$ cat src/rtl/kwlm_ram.sv
// Generic single-port-write, single-port-read RAM with a registered read.
`default_nettype none

module kwlm_ram #(
    parameter int WIDTH = 8,
    parameter int DEPTH = 16,
    localparam int AW = (DEPTH > 1) ? $clog2(DEPTH) : 1
) (
    input  wire logic             clk,
    input  wire logic             we,
    input  wire logic [AW-1:0]    waddr,
    input  wire logic [WIDTH-1:0] wdata,
    input  wire logic [AW-1:0]    raddr,
    output logic      [WIDTH-1:0] rdata
);

    logic [WIDTH-1:0] mem [DEPTH];

    always_ff @(posedge clk)
    begin
        if (we)
        begin
            mem[waddr] <= wdata;
        end
        rdata <= mem[raddr];
    end

endmodule

`default_nettype wire
$ cat config.mk
export PLATFORM = sky130hd
export DESIGN_NAME = kwlm_ram
export DESIGN_NICKNAME = d
export VERILOG_FILES = /design/src/rtl/kwlm_ram.sv
export SDC_FILE = /design/constraint.sdc
export NUM_CORES = 1
export LEC_CHECK = 0
export BUFFER_PORTS_ARGS = -buffer_cell sky130_fd_sc_hd__buf_2
export CORE_MARGIN = 2
export CORE_UTILIZATION = 45
export CTS_BUF_LIST = sky130_fd_sc_hd__clkbuf_4 sky130_fd_sc_hd__clkbuf_8
export DETAILED_ROUTE_END_ITERATION = 8
export PLACE_DENSITY = 0.71
export SYNTH_ARGS = -nofsm -noshare
export SYNTH_HDL_FRONTEND = slang
export SYNTH_SLANG_ARGS = --single-unit
$ cat constraint.sdc
create_clock -name clk -period 2.3 [get_ports clk]
set_input_delay 0.345 -clock clk [delete_from_list [all_inputs] [get_ports clk]]
set_output_delay 0.345 -clock clk [all_outputs]
set_load 0.02 [all_outputs]
==> results of run 1 <==
## synthesized netlist by cell type (3+ instances only)
library cell and count:
buf_2 3, mux4_2 18, nand2_1 9, nor3_1 4, dfxtp_1 8, mux4_1 14
clkdlybuf4s25_2 3, buf_6 3, edfxtp_1 128, a22oi_1 16, nor2_1 13
## cells in the final DEF, fill, tap and decap left out, types with 2 or more instances in the layout
master,n
a22oi_1,16
buf_2,25
buf_4,21
bufinv_16,3
clkbuf_4,3
clkbuf_8,17
clkinv_1,3
clkinv_2,3
clkinvlp_4,2
dfxtp_1,8
edfxtp_1,128
mux4_1,14
mux4_2,18
nand2_1,9
nand2b_1,2
nand3b_1,2
nor2_1,13
nor3_1,4
## final cells by class
| cell class | count | area [um2] |
|---|---|---|
| Multi-Input combinational cell | 83 | 1057 |
| Fill cell | 868 | 5341 |
| Sequential cell | 136 | 4004 |
| Tap cell | 143 | 178.9 |
| Clock buffer | 20 | 256.5 |
| Clock inverter | 11 | 131.4 |
| Timing Repair Buffer | 47 | 302.8 |
## power groups by stage
stage | sequential, mW | combinational [mW] | clock, mW
2_1_floorplan | 2.85 | 0.141 | 0
3_3_place_gp | 2.84 | 0.266 | 0
3_5_place_dp | 2.84 | 0.273 | 0
4_1_cts | 2.79 | 0.274 | 1.94
5_1_grt | 2.79 | 0.291 | 2.05
6_report | 2.79 | 0.268 | 1.89
## logic make-up after synthesis
group           after synthesis
mux                          32
simple gates                 35
compound gates               16
flops                       136
buf+inv                      10
## worst reg2reg max path, cell delays in order, from the launching register on
cell and delay (ps):
edfxtp_1 360, mux4_1 540, a22oi_1 270, nand2_1 70
## state kept, by name, indices dropped and copies added, names as in the netlist
register,cells
rdata,8
mem,128
## final timing paths
path / startpoint / end / slack (ps) / cells past startpoint
setup / recovery: raddr[1] / rdata[1]$_DFF_P_ / 950 / 5
hold / removal: wdata[7] / mem[7][7]$_DFFE_PP_ / 310 / 1
setup reg to reg: mem[9][5]$_DFFE_PP_ / rdata[5]$_DFF_P_ / 950 / 3
hold reg to reg: mem[15][2]$_DFFE_PP_ / rdata[2]$_DFF_P_ / 670 / 3
## routing by layer
metal,routed length (um),part of all wire
met1,4030,0.43
met5,10,0.0011
met4,101,0.011
met3,526,0.056
met2,4730,0.50
## through the flow
step | setup WS, ps | instances
after floorplan | 462.1 | 229
after global placement | 504.4 | 409
after detailed placement | 466.2 | 409
after CTS | 932.6 | 440
after global routing | 855.2 | 440
final | 949.7 | 440
==> results_dict.tcl, run 1 <==
set metrics [dict create \
    synth_cell_types 19 \
    yosys-mux-area-fraction 0.1502 \
    mappedNetlistArea_mm2 0.005147 \
    setup_viol 0 \
    grt_pass1_wl_um 14430 \
    met3_usage 0.05796 \
    hold_buffers 0 \
    synthAdderAreaFrac 0 \
    setup.worst_path.end_class "flip-flop" \
    setup_tns_ps 0 \
    clk_latency_ps 420 \
    crit_path_max_fanout 22 \
    drv_slew 0 \
    grt_util_met1 0.2176 \
    detail_route.wl_per_cell_um 21.36 \
    synth-seq-cells 136 \
    grt_util_met2 0.2536 \
    grt_max_degree 33 \
    cts-resized-gates 0 \
    gp_congestion 0.7219 \
    peakVddDrop_mv 0.3278 \
    clockBufferDepth 2 \
    yosysTopAreaCell "edfxtp_1" \
    tightest_slew_ps 620.6 \
    dieArea_mm2 0.01231 \
    slew_headroom 0.5848 \
    async_flop_share 0 \
    min_path_type "in -> reg" \
    synth-simple-area-share 0.03184 \
    synth-compound-area-share 0.02333 \
    grt.overflow.total 0 \
    ys_top_cells_by_area "edfxtp_1 (75%), mux4_2 (7.9%), mux4_1 (7.1%)" \
    cts_sinks 136 \
    synth_seq_area_share 0.7778 \
    ioPinCount 26 \
    cts_max_level 4 \
    start_util 0.4567 \
    clock-skew-final_ps 6.381 \
    rsz0062_at_grt "false" \
    track_usage 0.1650 \
    power_mw 4.946 \
    arrival_ps 1660 \
    drt-initial-drc-count 190 \
    crit_slowest_cell "buf_2" \
    vias_per_cell 5.500 \
    hold_viol 0 \
    critPathKind "in -> reg" \
    synth.top_cell.area_share 0.7467 \
    power_frac_comb 0.054 \
    tritoncts "yes" \
    p_int_mw 3.965 \
    yosysWarnings 0 \
    die_h_um 111.0 \
    antenna_found_initial 1 \
    clockPowerShare 0.382 \
    critical-path-max-stage-delay_ps 440 \
    postLayoutCoreUtil 0.5261 \
    cp_top_family "buffers and inverters" \
    start_kind "input pin" \
    postLayoutCellArea_mm2 0.005931 \
    wl_um 9398 \
    via_count 2420 \
    p_sw_mw 0.9809 \
    port_buffers 25 \
    synth_edf_count 128 \
    placed_cell_area_mm2 0.005543 \
    drv_cap 0 \
    final.min_clock_period_ps 1350 \
    route.detailed.drc 0 \
    pwr-share-seq 0.563 \
    coreArea_mm2 0.01127 \
    fin_crit_sh 0.5871 \
    die_w_um 111.0 \
    grt_pass1_vias 2474 \
    switching_share 0.1983 \
    fmax_ghz 0.7406 \
    postSynthAreaPerCell_um2 22.48 \
    path_cells "buf_2 -> buf_4 -> mux4_1 -> a22oi_1 -> nand2_1" \
    dp_hpwl_um 6071 \
    synth_ff_type "edfxtp_1" \
    whs_ps 310.7 \
    post_cts_buffers 0 \
    area_delta_synth_final_pct 15.22 \
    ant_nets 0 \
    diodes 0 \
    drive_gt1_frac 0.3165 \
    cts_made_buffers 17 \
    grt_busiest_layer "met2" \
    yosys.area_share.xor_xnor 0 \
    synth_top_family_by_area "multiplexers" \
    power.leakage_nw 2.009 \
    required_ps 2610 \
    synth_nets 247 \
    final_nets 303 \
    cts-root-buf "clkbuf_8" \
    netlist_instances 229 \
    rows 39 \
    cp_num_buf_inv 2 \
    clk_pin_slew_worst_paths_ps 70 \
    powerDensity_mw_per_mm2 833.9 \
    outcome "finished clean" \
    first_pass_iters 4 \
]
Power figures use the tool's default switching activity.
==> run 2: changes to the inputs <==
- ABC_AREA: unset -> 1
- PLACE_DENSITY: 0.71 -> 0.73
- clock period: 2.3 -> 1.2 ns (I/O delays scaled with it)
==> run 2 against run 1 <==
  * Clock skew grew 2.1 ps
  * Synthesized cell count rose by 140%
  * Via count up 60%
  * Combinational power grew to 2.7 times the previous value
  * Count of clock-buffer cells in the layout is 1 lower
  * Sequential cell count stayed put
  * Power increased by 99%
  * Register-to-register slack got worse by 750 ps
  * Core utilization is 0.38 points higher
  * Sequential power is 91% higher
==> results_dict.tcl, run 2 <==
set metrics [dict create \
    setup_tns_ps 0 \
    slew_headroom 0.7774 \
    min_path_type "in -> reg" \
    drt-initial-drc-count 326 \
    largestRegisters "mem (128), rdata (8)" \
    crit_path_max_fanout 1 \
    wl_um 12190 \
    tightest_slew_ps 333.5 \
    final_cell_mix "nand2_1 (173), edfxtp_1 (128), inv_1 (100)" \
    gp_congestion 0.8425 \
    grt_pass1_wl_um 19730 \
    setup_viol 0 \
    synth_top_family_by_area "simple AND/OR/NAND/NOR gates" \
    diodes 0 \
    detail_route.wl_per_cell_um 15.47 \
    whs_ps 134.3 \
    crit_cells 1 \
    dieArea_mm2 0.01374 \
    fin_crit_sh 0.9053 \
    reg2regPathDepth 6 \
    area_delta_synth_final_pct 15.49 \
    fmax_ghz 0.9205 \
    via_count 3879 \
    dp_hpwl_um 7834 \
    tritoncts "yes" \
    crit_start "rdata[0]$_DFF_P_" \
    postLayoutCoreUtil 0.5299 \
    largest_reg_flops 128 \
    start_util 0.4588 \
    ys_top_cells_by_area "edfxtp_1 (67%), nand2_1 (11%), nand3_1 (8.4%)" \
    start_kind "flip-flop" \
    grt.overflow.total 0 \
    synth-compound-area-share 0 \
    critical-path-max-stage-delay_ps 310 \
    postLayoutCellArea_mm2 0.006660 \
    postSynthAreaPerCell_um2 10.47 \
    num-fill-cells 1041 \
    drv_cap 0 \
    final.min_clock_period_ps 1086 \
    rr_startpoint "mem[7][6]$_DFFE_PP_" \
    hold_buffers 0 \
    outcome "finished clean" \
    ant_nets 0 \
    port_buffers 25 \
    ioPinCount 26 \
    die_h_um 117.2 \
    die_w_um 117.2 \
    min_path_cells 1 \
    synth_cell_types 12 \
    path_cells "buf_2" \
    synthAdderAreaFrac 0 \
    final_common_cell "nand2_1" \
    grt_max_degree 41 \
    mappedNetlistArea_mm2 0.005767 \
    setup.worst_path.end_class "output port" \
    power.leakage_nw 2.911 \
    yosysWarnings 0 \
    peakVddDrop_mv 0.6756 \
    rows 41 \
    required_ps 1020 \
    cp_num_buf_inv 1 \
    yosys-mux-area-fraction 0 \
    hold_start "wdata[5]" \
    synth_ff_type "edfxtp_1" \
    clk_pin_slew_worst_paths_ps 80 \
    crit_slowest_cell "dfxtp_1" \
    cts-root-buf "clkbuf_8" \
    powerDensity_mw_per_mm2 1479 \
    yosys.area_share.xor_xnor 0 \
    synth.top_cell.area_share 0.6665 \
    async_flop_share 0 \
    dp_slack_ps -5.846 \
    cts_max_level 4 \
    synth_edf_count 128 \
    ys_top_cells_by_count "nand2_1 (173), edfxtp_1 (128), inv_1 (100), nand3_1 (97), nor2_1 (17)" \
    setup_ws_ps 113.6 \
    synth-simple-area-share 0.2105 \
    rsz0062_at_grt "false" \
    synth-seq-cells 136 \
    yosysTopAreaCell "edfxtp_1" \
    arrival_ps 910 \
    first_pass_iters 5 \
    clock-skew-final_ps 8.472 \
    grt_pass1_vias 3850 \
    final_nets 621 \
    cts_sinks 136 \
    cts_made_buffers 17 \
    antenna_found_initial 0 \
    synth_seq_area_share 0.6943 \
    post_cts_buffers 0 \
    coreArea_mm2 0.01257 \
    drive_gt1_frac 0.1461 \
    hold_viol 0 \
    track_usage 0.1963 \
    vias_per_cell 4.923 \
    clk_latency_ps 440 \
    cp_top_family "flip-flops" \
    synth_nets 569 \
    route.detailed.drc 0 \
    critPathKind "reg -> out" \
    clockBufferDepth 2 \
    placed_cell_area_mm2 0.006256 \
    top_register "mem" \
    netlist_instances 551 \
    drv_slew 0 \
    cts-resized-gates 0 \
    yosys.cell_count.top_type "nand2_1" \
]
run 2: per-stage QoR:
step | cells | power, mW
after floorplan | 551 | 5.848
after global placement | 756 | 6.127
after detailed placement | 756 | 6.148
after CTS | 788 | 9.893
after global routing | 788 | 10.20
final | 788 | 9.850
run 2: path summary, 6_finish.rpt:
kind | endpoint | slack (ps)
setup / recovery | rdata[0] | 110
hold / removal | mem[12][5]$_DFFE_PP_ | 130
setup reg to reg | rdata[6]$_DFF_P_ | 200
hold reg to reg | rdata[7]$_DFF_P_ | 670
run 2: cells by family after synthesis:
kind of cell / Yosys count
AND/OR/NAND/NOR: 289
flip-flops: 136
buffers and inverters: 126
run 2: metal layers:
layer / share of wire / up-vias / wire [um] / global-route usage
li1: - / 1875 / - / -
met3: 0.064 / 25 / 784 / 0.03965
met4: 0.019 / 0 / 234 / 0.08000
met2: 0.49 / 147 / 5965 / 0.3146
met1: 0.43 / 1832 / 5203 / 0.2639
met5: 0 / - / 0 / 0
run 2: cell type report:
cell class / count / area [um2] / area share
sequential: 136 / 4004 / 0.6012
tap: 172 / 215.2 / 0.03231
clock buffer: 19 / 249.0 / 0.03738
multi-input combinational: 289 / 1214 / 0.1822
clock inverter: 13 / 155.1 / 0.02330
inverter: 102 / 382.9 / 0.05749
timing repair buffer: 57 / 440.4 / 0.06613
run 2: where the power goes:
part | leakage (nW) | internal (mW) | switching [mW]
clock | 0.204 | 2.08 | 1.72
sequential | 1.22 | 5.30 | 0.0265
combinational | 1.48 | 0.233 | 0.480
total | 2.91 | 7.62 | 2.23
==> run 3: changes to the inputs <==
- CORE_MARGIN: 2 -> 5
==> run 3 against run 2 <==
  * Count of clock-buffer cells in the layout is 1 lower
  * Register-to-register slack lost 40 ps
  * Combinational power rose by 5.5%
==> results_dict.tcl, run 3 (same netlist as run 2, synthesis figures left out) <==
set metrics [dict create \
    setup_ws_ps 59.72 \
    largest_reg_flops 128 \
    setup_tns_ps 0 \
    crit_path_max_fanout 1 \
    top_register "mem" \
    route.detailed.drc 0 \
    dr_wl_met2_um 6270 \
    min_path_type "in -> reg" \
    power_mw 9.608 \
    slew_headroom 0.7465 \
    power.leakage_nw 2.900 \
    final_nets 621 \
    die_h_um 123.2 \
    cts_sinks 136 \
    setup_viol 0 \
    ioPinCount 26 \
    area_delta_synth_final_pct 15.73 \
    die_w_um 123.2 \
    clk_pin_slew_worst_paths_ps 70 \
    via_count 3855 \
    r2r_end "rdata[0]$_DFF_P_" \
    cts_made_buffers 17 \
    peakVddDrop_mv 1.292 \
    ant_nets 0 \
    critical-path-max-stage-delay_ps 380 \
    grt.overflow.total 0 \
    cts_max_level 4 \
    diodes 0 \
    clock-skew-final_ps 8.141 \
    tightest_slew_ps 380.2 \
    largestRegisters "mem (128), rdata (8)" \
    arrival_ps 960 \
    path_cells "buf_4" \
    tritoncts "yes" \
    drt-initial-drc-count 393 \
    r2r_setup_slack_ps 160 \
    top_layer "met4" \
    rr_startpoint "mem[5][0]$_DFFE_PP_" \
    whs_ps 142.4 \
    clk_latency_ps 420 \
    dieArea_mm2 0.01518 \
    hold_start "raddr[3]" \
    post_cts_buffers 0 \
    grt_pass1_vias 3833 \
    postLayoutCoreUtil 0.5310 \
    start_util 0.4588 \
    min_path_cells 3 \
    setup.worst_path.end_class "output port" \
    rsz0062_at_grt "false" \
    drv_slew 0 \
    antenna_found_initial 0 \
    rows 41 \
    hold_end "rdata[6]$_DFF_P_" \
    drv_cap 0 \
    critPathKind "reg -> out" \
    outcome "finished clean" \
    final.min_clock_period_ps 1140 \
    dp_slack_ps -9.682 \
    cts-root-buf "clkbuf_8" \
    cp_num_buf_inv 1 \
    start_kind "flip-flop" \
    track_usage 0.1795 \
    cts-resized-gates 0 \
    wl_met1_um 5180 \
    hold_buffers 0 \
    port_buffers 25 \
    vias_per_cell 4.892 \
    met3_length_um 893 \
    required_ps 1020 \
    final_common_cell "nand2_1" \
    first_pass_iters 5 \
    coreArea_mm2 0.01257 \
    dp_hpwl_um 8187 \
    fmax_ghz 0.8770 \
    crit_slowest_cell "dfxtp_1" \
    wl_um 12600 \
    clockBufferDepth 2 \
    final_cell_mix "nand2_1 (173), edfxtp_1 (128), inv_1 (100)" \
    drive_gt1_frac 0.1445 \
    reg2regPathDepth 6 \
    powerDensity_mw_per_mm2 1440 \
    hold_viol 0 \
    cp_top_family "flip-flops" \
    grt_pass1_wl_um 19980 \
    detail_route.wl_per_cell_um 15.99 \
    grt_max_degree 33 \
    fin_crit_sh 0.9502 \
    gp_congestion 0.8713 \
]
==> run 3: power by group <==
part / leakage (nW) / internal (mW) / switching [mW] / total (mW)
clock: 0.179 / 1.84 / 1.68 / 3.52
sequential: 1.22 / 5.30 / 0.0334 / 5.34
combinational: 1.50 / 0.253 / 0.499 / 0.752
==> run 3: worst max path at each step <==
| stage | from | endpoint | slack, ps | cells past startpoint |
|---|---|---|---|---|
| 2_1_floorplan | waddr[3] | mem[4][0]$_DFFE_PP_ | 70 | 2 |
| 3_3_place_gp | raddr[0] | rdata[0]$_DFF_P_ | -10 | 8 |
| 3_5_place_dp | raddr[0] | rdata[1]$_DFF_P_ | -10 | 8 |
| 4_1_cts | rdata[6]$_DFF_P_ | rdata[6] | 10 | 1 |
| 5_1_grt | rdata[6]$_DFF_P_ | rdata[6] | 6 | 1 |
| 6_report | rdata[6]$_DFF_P_ | rdata[6] | 60 | 1 |
==> run 3: cell type report <==
| type | instances | area, um2 |
|---|---|---|
| clock buffers | 18 | 241.5 |
| clock inverters | 14 | 133.9 |
| fillers | 1083 | 5894 |
| inverters | 102 | 382.9 |
| multi-input cells | 289 | 1214 |
| flip-flops and latches | 136 | 4004 |
| well taps | 172 | 215.2 |
| repair buffers | 57 | 483.0 |
==> run 3: metrics by stage <==
step                      std cells  cell area, um2
after global placement          756            6294
after detailed placement        756            6294
after CTS                       788            6669
after floorplan                 551            5767
after global routing            788            6674
final                           788            6674
==> run 3: routing by layer <==
metal  global-route usage  up-vias
met5                    0        -
met4              0.06159        0
met3              0.04346       17
met2               0.2926      138
met1               0.2367     1824
li1                     -     1876
